**config.mk**
```make
export PLATFORM = sky130hd
export DESIGN_NAME = text_console_cursor_writer
export DESIGN_NICKNAME = d
export VERILOG_FILES = /design/src/rtl/tccw_pkg.sv /design/src/rtl/tccw_front.sv /design/src/rtl/tccw_opq.sv /design/src/rtl/tccw_back.sv /design/src/rtl/text_console_cursor_writer.sv
export SDC_FILE = /design/constraint.sdc
export NUM_CORES = 1
export LEC_CHECK = 0
export ABC_AREA = 0
export ABC_CLOCK_PERIOD_IN_PS = 5400
export BUFFER_PORTS_ARGS = -buffer_cell sky130_fd_sc_hd__buf_2
export CORE_ASPECT_RATIO = 1.25
export CORE_MARGIN = 2
export CORE_UTILIZATION = 30
export CTS_BUF_LIST = sky130_fd_sc_hd__clkbuf_4
export DETAILED_ROUTE_END_ITERATION = 8
export PLACE_DENSITY = 0.53
export RECOVER_POWER = 100
export SLEW_MARGIN = 20
export SYNTH_ARGS = -nofsm -noshare
export SYNTH_HDL_FRONTEND = slang
export SYNTH_HIERARCHICAL = 1
export SYNTH_SLANG_ARGS = --single-unit
```
**constraint.sdc**
```tcl
create_clock -name clk -period 5.4 [get_ports clk]
set_input_delay 0.27 -clock clk [delete_from_list [all_inputs] [get_ports clk]]
set_output_delay 0.27 -clock clk [all_outputs]
set_load 0.005 [all_outputs]
```
**src/rtl/tccw_pkg.sv**
```systemverilog
// Shared types and constants for the text console cursor writer.
// Depends on nothing; every other file in rtl/ imports it.
package tccw_pkg;

    // Command codes on the input item
    localparam logic [2:0] CMD_PUT        = 3'd0;
    localparam logic [2:0] CMD_NEWLINE    = 3'd1;
    localparam logic [2:0] CMD_DEL_BEHIND = 3'd2;
    localparam logic [2:0] CMD_DEL_AHEAD  = 3'd3;
    localparam logic [2:0] CMD_SET        = 3'd4;

    localparam logic       KIND_CELL  = 1'b0;
    localparam logic       KIND_PORT  = 1'b1;
    localparam logic       PORT_INDEX = 1'b0;
    localparam logic       PORT_DATA  = 1'b1;

    // CRTC cursor location registers
    localparam logic [7:0] CRTC_IDX_POS_LO = 8'h0F;
    localparam logic [7:0] CRTC_IDX_POS_HI = 8'h0E;

    localparam logic [7:0] SPACE_CHAR = 8'h20;
    localparam logic [7:0] ATTR_RESET = 8'h0F;

    typedef struct packed {
        logic [2:0] cmd;
        logic [7:0] char_code;
        logic [6:0] col;
        logic [4:0] row;
    } in_item_t;

    typedef struct packed {
        logic        kind;
        logic [10:0] cell_addr;
        logic [15:0] cell_value;
        logic        io_port;
        logic [7:0]  io_data;
        logic [6:0]  cursor_col;
        logic [4:0]  cursor_row;
        logic        last;
    } out_item_t;

    typedef enum logic [2:0] {
        OP_PUT,
        OP_NEWLINE,
        OP_DEL_BEHIND,
        OP_DEL_AHEAD,
        OP_SET
    } op_t;

    // One classified command waiting for the sequencer
    typedef struct packed {
        op_t        op;
        logic [7:0] ch;
        logic [6:0] col;
        logic [4:0] row;
    } op_entry_t;

    // Steps of a command: one cell write, or a cursor move of four port writes
    typedef enum logic [2:0] {
        TK_CELL,
        TK_STAY,
        TK_LEFT,
        TK_RIGHT,
        TK_NEWLINE,
        TK_SET
    } tok_t;

    typedef enum logic {
        BK_IDLE,
        BK_RUN
    } bk_state_t;

    function automatic tok_t seq_token(op_t op, logic [1:0] step);
        tok_t t;
        t = TK_STAY;
        unique case (op)
            OP_PUT:     t = (step == 2'd0) ? TK_CELL : TK_STAY;
            OP_NEWLINE: t = TK_NEWLINE;
            OP_DEL_BEHIND, OP_DEL_AHEAD:
            begin
                unique case (step)
                    2'd1:    t = TK_CELL;
                    2'd2:    t = TK_STAY;
                    default: t = (op == OP_DEL_BEHIND) ? TK_LEFT : TK_RIGHT;
                endcase
            end
            OP_SET:     t = TK_SET;
            default:    t = TK_STAY;
        endcase
        return t;
    endfunction

    // Index of the final step of each command
    function automatic logic [1:0] seq_last(op_t op);
        logic [1:0] n;
        n = 2'd0;
        unique case (op)
            OP_PUT:                      n = 2'd1;
            OP_DEL_BEHIND, OP_DEL_AHEAD: n = 2'd3;
            default:                     n = 2'd0;
        endcase
        return n;
    endfunction

endpackage

```
**src/rtl/tccw_front.sv**
```systemverilog
// Front end: classifies input commands and saturates set-cursor targets.
// Depends on tccw_pkg; feeds tccw_opq.
module tccw_front #(
    parameter int COLUMNS = 80,
    parameter int ROWS    = 25
) (
    input  logic                 push,
    output logic                 full,
    input  tccw_pkg::in_item_t   item,
    output logic                 q_push,
    output tccw_pkg::op_entry_t  q_entry,
    input  logic                 q_full
);
    import tccw_pkg::*;

    logic known;

    always_comb
    begin
        known         = 1'b1;
        q_entry.op    = OP_PUT;
        q_entry.ch    = item.char_code;
        q_entry.col   = item.col;
        q_entry.row   = item.row;
        unique case (item.cmd)
            CMD_PUT:        q_entry.op = OP_PUT;
            CMD_NEWLINE:    q_entry.op = OP_NEWLINE;
            CMD_DEL_BEHIND:
            begin
                q_entry.op = OP_DEL_BEHIND;
                q_entry.ch = SPACE_CHAR;
            end
            CMD_DEL_AHEAD:
            begin
                q_entry.op = OP_DEL_AHEAD;
                q_entry.ch = SPACE_CHAR;
            end
            CMD_SET:
            begin
                q_entry.op = OP_SET;
                // clamp the target to the grid
                if (9'(item.col) > 9'(COLUMNS - 1))
                    q_entry.col = 7'(COLUMNS - 1);
                if (7'(item.row) > 7'(ROWS - 1))
                    q_entry.row = 5'(ROWS - 1);
            end
            default:        known = 1'b0;
        endcase
    end

    // Unused command codes are taken and dropped here
    assign full   = q_full;
    assign q_push = push && !q_full && known;

endmodule

```
**src/rtl/tccw_opq.sv**
```systemverilog
// Short command queue between the front end and the sequencer.
// Depends on tccw_pkg for the entry type.
module tccw_opq #(
    parameter int DEPTH = 2
) (
    input  logic                 clk,
    input  logic                 rst_n,
    input  logic                 push,
    input  tccw_pkg::op_entry_t  wr_entry,
    output logic                 full,
    input  logic                 pop,
    output tccw_pkg::op_entry_t  rd_entry,
    output logic                 valid
);
    import tccw_pkg::*;

    localparam int AW = $clog2(DEPTH);
    localparam int NW = $clog2(DEPTH + 1);

    op_entry_t       mem_reg [DEPTH];
    logic [AW-1:0]   wr_ptr_reg, wr_ptr_next;
    logic [AW-1:0]   rd_ptr_reg, rd_ptr_next;
    logic [NW-1:0]   count_reg, count_next;
    logic            do_push, do_pop;

    assign full     = (count_reg == NW'(DEPTH));
    assign valid    = (count_reg != '0);
    assign do_push  = push && !full;
    assign do_pop   = pop && valid;
    assign rd_entry = mem_reg[rd_ptr_reg];

    always_comb
    begin
        wr_ptr_next = wr_ptr_reg;
        rd_ptr_next = rd_ptr_reg;
        count_next  = count_reg;
        if (do_push)
            wr_ptr_next = (wr_ptr_reg == AW'(DEPTH - 1)) ? '0 : wr_ptr_reg + AW'(1);
        if (do_pop)
            rd_ptr_next = (rd_ptr_reg == AW'(DEPTH - 1)) ? '0 : rd_ptr_reg + AW'(1);
        if (do_push && !do_pop)
            count_next = count_reg + NW'(1);
        else if (do_pop && !do_push)
            count_next = count_reg - NW'(1);
    end

    always_ff @(posedge clk or negedge rst_n)
    begin
        if (!rst_n)
        begin
            wr_ptr_reg <= '0;
            rd_ptr_reg <= '0;
            count_reg  <= '0;
        end
        else
        begin
            wr_ptr_reg <= wr_ptr_next;
            rd_ptr_reg <= rd_ptr_next;
            count_reg  <= count_next;
        end
    end

    always_ff @(posedge clk)
    begin
        if (do_push)
            mem_reg[wr_ptr_reg] <= wr_entry;
    end

endmodule

```
**src/rtl/tccw_back.sv**
```systemverilog
// Back end: steps through each command, tracks the cursor and emits one cell or port
// write per cycle while the output register is free or popped. Depends on tccw_pkg.
module tccw_back #(
    parameter int COLUMNS = 80,
    parameter int ROWS    = 25
) (
    input  logic                 clk,
    input  logic                 rst_n,
    input  logic                 opq_valid,
    input  tccw_pkg::op_entry_t  opq_entry,
    output logic                 opq_pop,
    input  logic [7:0]           attr,
    output logic                 empty,
    input  logic                 pop,
    output tccw_pkg::out_item_t  result
);
    import tccw_pkg::*;

    // The column can run one past the grid after a delete ahead from three short of
    // the edge, and to minus one after a delete behind that wraps; keep a sign bit.
    localparam int CW = $clog2(COLUMNS + 1) + 1;
    localparam int RW = $clog2(ROWS);

    bk_state_t     state_reg, state_next;
    op_entry_t     op_reg, op_next;
    logic [1:0]    step_reg, step_next;
    logic [1:0]    byte_reg, byte_next;
    logic          rep_reg, rep_next;
    logic [CW-1:0] col_reg, col_next;
    logic [RW-1:0] row_reg, row_next;
    logic          res_valid_reg, res_valid_next;
    out_item_t     res_reg, res_next;

    tok_t          tok;
    logic          is_move;
    logic          emit_ready;
    logic          fire;
    logic          drop;
    logic          last_res;
    logic [CW-1:0] col_inc;
    logic          wrap;
    logic [RW-1:0] row_up;
    logic [CW-1:0] tgt_col;
    logic [RW-1:0] tgt_row;
    logic [15:0]   col_sx;
    logic [15:0]   tgt_sx;
    logic [15:0]   pos;
    out_item_t     res_build;

    assign tok        = seq_token(op_reg.op, step_reg);
    assign is_move    = (tok != TK_CELL);
    assign emit_ready = !res_valid_reg || pop;
    assign col_sx     = {{(16 - CW){col_reg[CW-1]}}, col_reg};
    assign tgt_sx     = {{(16 - CW){tgt_col[CW-1]}}, tgt_col};
    assign pos        = 16'(row_reg) * 16'(COLUMNS) + col_sx;
    assign col_inc    = col_reg + CW'(1);
    assign wrap       = (col_inc >= CW'(COLUMNS));
    assign row_up     = (row_reg == RW'(ROWS - 1)) ? row_reg : row_reg + RW'(1);

    // Deletes at the edge of the line do nothing
    assign drop = (opq_entry.op == OP_DEL_BEHIND && col_reg == '0)
               || (opq_entry.op == OP_DEL_AHEAD && col_reg >= CW'(COLUMNS - 1));

    // A move repeats once when the cell write wrapped the line
    assign last_res = is_move && byte_reg == 2'd3 && !(tok == TK_STAY && rep_reg)
                   && step_reg == seq_last(op_reg.op);

    always_comb
    begin
        tgt_col = col_reg;
        tgt_row = row_reg;
        case (tok)
            TK_LEFT:    tgt_col = col_reg - CW'(1);
            TK_RIGHT:   tgt_col = col_reg + CW'(1);
            TK_NEWLINE:
            begin
                tgt_col = '0;
                tgt_row = row_up;
            end
            TK_SET:
            begin
                tgt_col = CW'(op_reg.col);
                tgt_row = RW'(op_reg.row);
            end
            default:    tgt_col = col_reg;
        endcase
    end

    // Next state
    always_comb
    begin
        state_next = state_reg;
        unique case (state_reg)
            BK_IDLE: if (opq_valid && !drop) state_next = BK_RUN;
            BK_RUN:  if (fire && last_res) state_next = BK_IDLE;
            default: state_next = BK_IDLE;
        endcase
    end

    // Outputs of the state machine
    always_comb
    begin
        opq_pop = 1'b0;
        fire    = 1'b0;
        unique case (state_reg)
            BK_IDLE: opq_pop = opq_valid;
            BK_RUN:  fire    = emit_ready;
            default: fire    = 1'b0;
        endcase
    end

    always_comb
    begin
        res_build            = '0;
        res_build.cursor_col = col_sx[6:0];
        res_build.cursor_row = 5'(row_reg);
        if (!is_move)
        begin
            res_build.kind       = KIND_CELL;
            res_build.cell_addr  = pos[10:0];
            res_build.cell_value = {attr, op_reg.ch};
        end
        else
        begin
            res_build.kind    = KIND_PORT;
            res_build.io_port = byte_reg[0] ? PORT_DATA : PORT_INDEX;
            case (byte_reg)
                2'd0:
                begin
                    res_build.io_data    = CRTC_IDX_POS_LO;
                    res_build.cursor_col = tgt_sx[6:0];
                    res_build.cursor_row = 5'(tgt_row);
                end
                2'd1:    res_build.io_data = pos[7:0];
                2'd2:    res_build.io_data = CRTC_IDX_POS_HI;
                default: res_build.io_data = pos[15:8];
            endcase
            res_build.last = last_res;
        end
    end

    always_comb
    begin
        op_next        = op_reg;
        step_next      = step_reg;
        byte_next      = byte_reg;
        rep_next       = rep_reg;
        col_next       = col_reg;
        row_next       = row_reg;
        res_valid_next = res_valid_reg;
        res_next       = res_reg;

        if (state_reg == BK_IDLE && opq_valid)
        begin
            op_next   = opq_entry;
            step_next = 2'd0;
            byte_next = 2'd0;
            rep_next  = 1'b0;
        end

        if (fire)
        begin
            if (!is_move)
            begin
                // advance past the written cell, wrapping to a new line
                step_next = step_reg + 2'd1;
                if (wrap)
                begin
                    col_next = '0;
                    row_next = row_up;
                    rep_next = 1'b1;
                end
                else
                    col_next = col_inc;
            end
            else
            begin
                if (byte_reg == 2'd0)
                begin
                    col_next = tgt_col;
                    row_next = tgt_row;
                end
                if (byte_reg == 2'd3)
                begin
                    byte_next = 2'd0;
                    if (tok == TK_STAY && rep_reg)
                        rep_next = 1'b0;
                    else
                        step_next = step_reg + 2'd1;
                end
                else
                    byte_next = byte_reg + 2'd1;
            end
            res_valid_next = 1'b1;
            res_next       = res_build;
        end
        else if (pop)
            res_valid_next = 1'b0;
    end

    always_ff @(posedge clk or negedge rst_n)
    begin
        if (!rst_n)
        begin
            state_reg     <= BK_IDLE;
            step_reg      <= 2'd0;
            byte_reg      <= 2'd0;
            rep_reg       <= 1'b0;
            col_reg       <= '0;
            row_reg       <= '0;
            res_valid_reg <= 1'b0;
        end
        else
        begin
            state_reg     <= state_next;
            step_reg      <= step_next;
            byte_reg      <= byte_next;
            rep_reg       <= rep_next;
            col_reg       <= col_next;
            row_reg       <= row_next;
            res_valid_reg <= res_valid_next;
        end
    end

    always_ff @(posedge clk)
    begin
        op_reg  <= op_next;
        res_reg <= res_next;
    end

    assign empty  = !res_valid_reg;
    assign result = res_reg;

`ifndef SYNTHESIS
    a_cursor_in_grid: assert property (@(posedge clk) disable iff (!rst_n)
        (row_reg <= RW'(ROWS - 1))
        && ((col_reg <= CW'(COLUMNS)) || (col_reg >= {{(CW - 1){1'b1}}, 1'b0})))
        else $error("cursor outside its reachable range");

    a_byte_only_in_move: assert property (@(posedge clk) disable iff (!rst_n)
        (state_reg == BK_RUN && byte_reg != 2'd0) |-> is_move)
        else $error("port byte counter advanced during a cell write");

    a_rep_after_cell: assert property (@(posedge clk) disable iff (!rst_n)
        rep_reg |-> (state_reg == BK_RUN && tok == TK_STAY))
        else $error("line wrap pending outside the move after a cell write");

    a_last_ends_cmd: assert property (@(posedge clk) disable iff (!rst_n)
        (fire && last_res) |=> (state_reg == BK_IDLE && byte_reg == 2'd0))
        else $error("sequencer kept running after the final write");
`endif

endmodule

```
**src/rtl/text_console_cursor_writer.sv**
```systemverilog
// Text console cursor writer: an accepted command goes through the command queue to the
// sequencer, then one cell or port write per cycle while pop is held (none to 17 per command).
// The sequencer takes each command off its queue in an idle state of its own before its
// writes begin; input transfers continue while the queue has room.
// Reset clears the cursor to column 0 row 0, the attribute to 0x0F, the queue and the output.
module text_console_cursor_writer #(
    parameter int COLUMNS     = 80,
    parameter int ROWS        = 25,
    parameter int QUEUE_DEPTH = 2
) (
    input  logic                 clk,
    input  logic                 rst_n,
    input  logic                 push,
    output logic                 full,
    input  tccw_pkg::in_item_t   item,
    input  logic                 cfg_valid,
    output logic                 cfg_ready,
    input  logic [7:0]           cfg_data,
    output logic                 empty,
    input  logic                 pop,
    output tccw_pkg::out_item_t  result
);
    import tccw_pkg::*;

    logic [7:0] attr_byte_reg;
    logic       q_push;
    logic       q_full;
    logic       q_valid;
    logic       q_pop;
    op_entry_t  q_wr_entry;
    op_entry_t  q_rd_entry;

    assign cfg_ready = 1'b1;

    // hold the attribute until the next configuration transfer
    always_ff @(posedge clk or negedge rst_n)
    begin
        if (!rst_n)
            attr_byte_reg <= ATTR_RESET;
        else if (cfg_valid && cfg_ready)
            attr_byte_reg <= cfg_data;
    end

    tccw_front #(
        .COLUMNS (COLUMNS),
        .ROWS    (ROWS)
    ) u_front (
        .push    (push),
        .full    (full),
        .item    (item),
        .q_push  (q_push),
        .q_entry (q_wr_entry),
        .q_full  (q_full)
    );

    tccw_opq #(
        .DEPTH (QUEUE_DEPTH)
    ) u_opq (
        .clk      (clk),
        .rst_n    (rst_n),
        .push     (q_push),
        .wr_entry (q_wr_entry),
        .full     (q_full),
        .pop      (q_pop),
        .rd_entry (q_rd_entry),
        .valid    (q_valid)
    );

    tccw_back #(
        .COLUMNS (COLUMNS),
        .ROWS    (ROWS)
    ) u_back (
        .clk       (clk),
        .rst_n     (rst_n),
        .opq_valid (q_valid),
        .opq_entry (q_rd_entry),
        .opq_pop   (q_pop),
        .attr      (attr_byte_reg),
        .empty     (empty),
        .pop       (pop),
        .result    (result)
    );

endmodule

```
# Yosys cells after proc, flatten, opt, wreduce, memory -nomap -nowiden
# Memories as Yosys holds them, arrays and structs flattened.
# Index checks and enable logic that the tools add are counted.
dict set report word_totals {
  ff_bits 105
  mem_bits_rw 46
  input_bits 36
  out_inout_bits 53
  elab_cells 158
  memories 1
}
dict set report classes {
  addsub 10
  mul 1
  order_cmp 4
  eq_ne 25
  n_mux 53
  n_bitwise 1
  n_reduce_logical 39
}
# memory words width rd rd_ports_with_merged_regs write_ports line_no
set mem_list {}
lappend mem_list {u_opq.mem_reg 2 23 1 0 1 tccw_opq.sv:20} ;# op_entry_t mem_reg [DEPTH];
# cell count
set ops {}
lappend ops {{$mux 8} 4}
lappend ops {{$pmux 8 s4} 1}
lappend ops {{$mux 5} 5}
lappend ops {{$eq 3x2->1 const B} 8}
lappend ops {{$mux 12} 2}
lappend ops {{$pmux 3 s4} 2}
lappend ops {{$pmux 8 s3} 1}
lappend ops {{$mux 2} 11}
lappend ops {{$mux 1} 21}
lappend ops {{$ge 8x7->1 const B} 2}
lappend ops {{$logic_and 1x1->1} 15}
lappend ops {{$add 13x8->14} 1}
lappend ops {{$mux 13} 1}
lappend ops {{$eq 3x3->1 const B} 4}
lappend ops {{$pmux 5 s2} 1}
lappend ops {{$eq 3x1->1 const B} 3}
lappend ops {{$add 8x1->8 const B} 1}
lappend ops {{$eq 2x2->1 const B} 4}
lappend ops {{$logic_not 8->1} 1}
lappend ops {{$mul 5x3->8 const B} 1}
lappend ops {{$reduce_bool 2->1} 4}
lappend ops {{$sub 8x1->8 const B} 1}
lappend ops {{$gt 7x7->1 const B} 1}
lappend ops {{$mux 7} 1}
lappend ops {{23 further kinds} 37}

# Longest topological paths before layout
dict set report logic_depth {
  ltp_word 12
  mapped_depth 11
  mapped_depth_nobuf 11
}

# Cells and area by module
# The synthesis kept the hierarchy.
# module instances cells_per_inst area_per_inst_um2 seq_area_each_um2
set by_module_without_submodules {}
lappend by_module_without_submodules {tccw_back 1 486 5195.0 2692.6}
lappend by_module_without_submodules {tccw_opq 1 91 1963.1 1481.4}
lappend by_module_without_submodules {text_console_cursor_writer 1 19 347.8 205.2}
lappend by_module_without_submodules {tccw_front 1 32 232.7 0.0}

# Worst setup path before layout
# OpenSTA, ideal clock, no wires.
dict set report synth_timing {
  path_kind {flip-flop to flip-flop}
  start {register u_back.row_reg[1]}
  end {register u_back.res_reg (netlist bit u_back/result[20]) (data pin)}
  setup_ps 158
  arrival_ps 2856
  required_time_ps 5242
  setup_slack_ps 2387
  stages_incl_launch_ff 11
  n_path_buf 0
  period_less_slack_ps 3013
  cell_sequence {dfrtp_1 -> ha_1 -> ha_1 -> fa_1 -> xor2_1 -> ha_1 -> a21o_1 -> a31o_2 -> a21oi_1 -> or4b_2 -> o211ai_1}
}
dict set report synth_between {
  elab_chain_cells 3
}
# item line_no
set synth_rtl {}
lappend synth_rtl {{start: declaration} tccw_back.sv:30} ;# logic [RW-1:0] row_reg, row_next;
lappend synth_rtl {{start signal: assignment} tccw_back.sv:220} ;# row_reg <= row_next;
lappend synth_rtl {{$mul 5x3->8} tccw_back.sv:55} ;# assign pos = 16'(row_reg) * 16'(COLUMNS) + col_sx;
lappend synth_rtl {{$add 13x8->14} tccw_back.sv:55}
lappend synth_rtl {{$pmux 8 s3} tccw_back.sv:127} ;# case (byte_reg)
lappend synth_rtl {{end signal: assignment} tccw_back.sv:228} ;# res_reg <= res_next;
lappend synth_rtl {{end: declaration} tccw_back.sv:32} ;# out_item_t res_reg, res_next;
# No other way between the ends.
# A chain may end at the register's enable or synchronous reset.

# Worst setup path after layout
dict set report layout_timing {
  start {register u_back/op_reg[21] in the netlist's numbering}
  end {register u_back.col_reg[5]}
}
dict set report layout_between {
  elab_chain_cells 8
  elab_cells_between_ends 19
  classes_between {eq/ne: 9; mux: 6; reduce/logical: 4}
}
# item line_no
set layout_rtl {}
lappend layout_rtl {{start: declaration} tccw_back.sv:25} ;# op_entry_t op_reg, op_next;
lappend layout_rtl {{start signal: assignment} tccw_back.sv:227} ;# op_reg <= op_next;
lappend layout_rtl {{$eq 3x2->1} {tccw_pkg.sv:76, tccw_pkg.sv:84}}
lappend layout_rtl {{$mux 1} tccw_pkg.sv:84} ;# default: t = (op == OP_DEL_BEHIND) ? TK_LEFT : TK_RIGHT;
lappend layout_rtl {{$pmux 3 s2} tccw_pkg.sv:81} ;# unique case (step)
lappend layout_rtl {{$pmux 3 s4 (*)} tccw_pkg.sv:76} ;# unique case (op)
lappend layout_rtl {{$eq 3x3->1 / $eq 3x2->1 (equally long branches)} tccw_back.sv:72} ;# case (tok)
lappend layout_rtl {{$pmux 8 s4} tccw_back.sv:72}
lappend layout_rtl {{$mux 8} tccw_back.sv:178} ;# if (byte_reg == 2'd0)
lappend layout_rtl {{$mux 8} tccw_back.sv:163} ;# if (!is_move)
lappend layout_rtl {{end signal: assignment} tccw_back.sv:219} ;# col_reg <= col_next;
lappend layout_rtl {{end: declaration} tccw_back.sv:29} ;# logic [CW-1:0] col_reg, col_next;
# Every way passes the cells marked *; elsewhere a longest branch is shown, timed or not. The select of a mux whose other input is x is not followed.

==> results.yml <==
pwr:
  pwr_per_cell_area_nw_per_um2: 476
  ir_worst_vdd_mv: 0.158
  leakage_uw: 0.00341
detailed_routing:
  drc_errors: 0
  num_vias: 5199
  route.detailed.wl_per_inst_um: 16.0
  dr.first_iter.drc_count: 315
  detail_route.vias_per_cell: 4.80
  first_pass_drt_iterations: 5
  ant_nets: 0
  drt-total-wl_mm: 17.3
timing:
  maxSlewViolCount: 73
  timing.slew.headroom_pct: -30.6
  final_period_minus_worst_setup_slack_ns: 3.92
  worst_margin_pin_slew_ns: 1.96
  layout_worst_path_cycle_share_pct: 72.6
  hold_viol_final: 0
  grt_setup_unrepaired: "false"
  worst_clock_skew_ns: 0.0150
  hold-worst-slack_ns: 0.0506
  report.final.setup_viol: 0
  max_freq_mhz: 255
  fin_tns_setup_ns: 0
cts:
  post_cts_setup_buffers: 0
  clock_sink_count: 151
  cts_tree: "yes"
  htree_levels: 4
  post_cts_resized: 0
  clock_path_buffers: 2
  root_buffer: "sky130_fd_sc_hd__clkbuf_4"
  cts-buffers-inserted: 17
  clock_insertion_delay_worst_skew_ns: 0.57
  clkSlewWorstSetupHoldPaths_ns: 0.14
synthesis:
  ys_async_sr_fraction_pct: 21.2
  synth.largest_area_cell: "sky130_fd_sc_hd__edfxtp_1"
  synth.top_cells.by_area: "sky130_fd_sc_hd__edfxtp_1 (46%), sky130_fd_sc_hd__dfrtp_1 (9.1%), sky130_fd_sc_hd__mux2_4 (5.2%)"
  synth_cells: 628
  netlist-cell-type-count: 78
  yosys.area.top_type_share_pct: 46.2
  mappedNetlistArea_um2: 7740
  synth-warning-count: 6
  synthesis.area_per_instance_um2: 12.3
  number_of_flops_mapped_to_enable_cells_by_yosys: 119
  synth_flop_cell: "sky130_fd_sc_hd__edfxtp_1"
  seq_area_frac_synth_pct: 56.6
  ys_ff_latch: 151
  synth_nets: 693
worst_setup_path:
  critPathKind: "flop to flop"
  worst-endpoint-required_ns: 5.89
  critPathCaptureType: "flop"
  cp.arrival_ns: 4.41
  timing.critical_path.fanout_max: 39
  timing.critical_path.from_type: "flop"
  reg2reg_depth: 7
run_status:
  run_status: "complete, but fails checks"
  violations: "capacitance limit, slew limit"
floorplanning:
  floorplan.core_area_um2: 25300
  floorplan.initialDensity_pct: 30.6
  fp.dieW_um: 148
  io_pins: 89
  rows: 65
  die_ar_um2: 27100
  die_height_um: 184
placed_design:
  io_buffers: 87
  routabilityCongestion: 0.833
  detailedPlacementHpwl_mm: 11.8
cells_and_area:
  number_of_flip_flops_under_the_largest_register_name: 50
  post_route_cells_drive_above_1_share_pct: 15.7
  area_growth_pct: 14.8
  fin_nets: 799
min_path:
  holdCritPathClass: "input port to flop"
  min_path_cells: 3
grt:
  first_pass_grt_wire_length_mm: 27.7
  first_global_vias: 5239
  grt_antenna_before_repair: 1
  grt_overflow: 0
  gr-usage-all-layers_pct: 13.1
  grt_start_max_net_pins: 40
run:
  maxCapViolations: 2
-- routing by layer --
metal,GRT usage [%],vias up,wire length [um]
met3,2.18,22,802
met2,23.2,144,8710
met1,16.1,2489,7460
li1,-,2544,-
met5,0,-,0
met4,4.69,0,335
-- cell type report --
cell class,count,area (um^2)
clock inverters,15,208
well taps,335,419
clock buffers,17,128
multi-input cells,411,2920
repair buffers,123,713
flip-flops and latches,151,4380
fillers,2551,16400
inverters,30,113
diodes,1,2.50
-- cells in the final DEF (no fill, tap or decap), types with 12 or more instances in the layout --
| cell | n |
|---|---|
| sky130_fd_sc_hd__inv_1 | 29 |
| sky130_fd_sc_hd__nand2_1 | 35 |
| sky130_fd_sc_hd__dfrtp_1 | 28 |
| sky130_fd_sc_hd__and2_1 | 12 |
| sky130_fd_sc_hd__clkbuf_4 | 17 |
| sky130_fd_sc_hd__buf_2 | 47 |
| sky130_fd_sc_hd__dlygate4sd3_1 | 29 |
| sky130_fd_sc_hd__mux2_1 | 25 |
| sky130_fd_sc_hd__o21ai_0 | 28 |
| sky130_fd_sc_hd__nor2_1 | 44 |
| sky130_fd_sc_hd__clkbuf_1 | 44 |
| sky130_fd_sc_hd__edfxtp_1 | 119 |
| sky130_fd_sc_hd__nand3_1 | 19 |
| sky130_fd_sc_hd__ha_1 | 27 |
| sky130_fd_sc_hd__a21oi_1 | 30 |
-- cell families after synthesis --
| family | after synthesis | share of synthesized area [%] |
|---|---|---|
| xor+xnor | 20 | 2.26 |
| fa+ha+maj | 29 | 4.88 |
| simple gates | 180 | 12.8 |
| other cells | 1 | 0.0485 |
| compound gates | 141 | 12.3 |
| mux | 40 | 7.08 |
| flops | 151 | 56.6 |
| buf+inv | 66 | 4.06 |
-- critical path, stage by stage, from the launching register on --
cell and delay, ns:
sky130_fd_sc_hd__edfxtp_1 0.70, sky130_fd_sc_hd__nor2_1 0.41, sky130_fd_sc_hd__a31o_2 0.22, sky130_fd_sc_hd__clkbuf_1 1.32, sky130_fd_sc_hd__o211ai_1 0.40, sky130_fd_sc_hd__and2_4 0.35, sky130_fd_sc_hd__o32a_1 0.29, sky130_fd_sc_hd__o22ai_1 0.15
-- what timing repair did --
action | in CTS | in global routing
setup endpoints to repair | 0 | 0
hold buffers | 29 | 0
hold endpoints to repair | 74 | 0
-- final timing paths --
| path | from | slack, ns | endpoint |
|---|---|---|---|
| setup / recovery | u_back/op_reg[21] | 1.48 | u_back/col_reg[5] |
| hold / removal | item[2] | 0.05 | u_opq/mem_reg[1][2] |
| setup reg to reg | u_back/op_reg[21] | 1.48 | u_back/col_reg[5] |
| hold reg to reg | u_opq/count_reg[1] | 0.50 | u_opq/count_reg[1] |
| max in group asynchronous | rst_n | 3.50 | u_opq/count_reg[1] |
| min in group asynchronous | rst_n | 0.77 | attr_byte_reg[7] |
-- synth_stat cells (5+ instances only) --
cell,n
sky130_fd_sc_hd__a21oi_1,30
sky130_fd_sc_hd__clkbuf_1,24
sky130_fd_sc_hd__nand3_1,19
sky130_fd_sc_hd__dfrtp_1,28
sky130_fd_sc_hd__and2_1,22
sky130_fd_sc_hd__and2_2,7
sky130_fd_sc_hd__nor2_1,44
sky130_fd_sc_hd__inv_1,27
sky130_fd_sc_hd__mux2_2,10
sky130_fd_sc_hd__o21ai_0,28
sky130_fd_sc_hd__a221oi_1,6
sky130_fd_sc_hd__xor2_1,10
sky130_fd_sc_hd__o21bai_1,6
sky130_fd_sc_hd__ha_1,27
sky130_fd_sc_hd__nand2_1,34
sky130_fd_sc_hd__nand2b_1,8
sky130_fd_sc_hd__a211oi_1,5
sky130_fd_sc_hd__nor3_1,8
sky130_fd_sc_hd__a21o_1,8
sky130_fd_sc_hd__xnor2_1,10
sky130_fd_sc_hd__a31oi_1,9
sky130_fd_sc_hd__o22ai_1,6
sky130_fd_sc_hd__o31ai_1,5
sky130_fd_sc_hd__mux2_4,27
sky130_fd_sc_hd__edfxtp_1,119
-- power by group --
part | switching, uW | leakage, uW | total [uW] | internal, uW
clock network | 457 | 0.000181 | 800 | 344
logic | 953 | 0.00171 | 1620 | 662
registers | 216 | 0.00151 | 1820 | 1600
-- through the flow --
stage	total power [uW]	worst slack, ns	utilization, %	area (um^2)	std cells
4_1_cts	4370	2.15	35.9	9070	1082
3_3_place_gp	3530	2.23	33.4	8450	1021
5_1_grt	4550	0.992	35.1	8880	1083
6_report	4230	1.48	35.1	8880	1083
2_1_floorplan	3030	2.39	-	7740	628
3_5_place_dp	3540	2.18	33.4	8450	1021
Note: power is estimated with default switching activity, not from simulation.
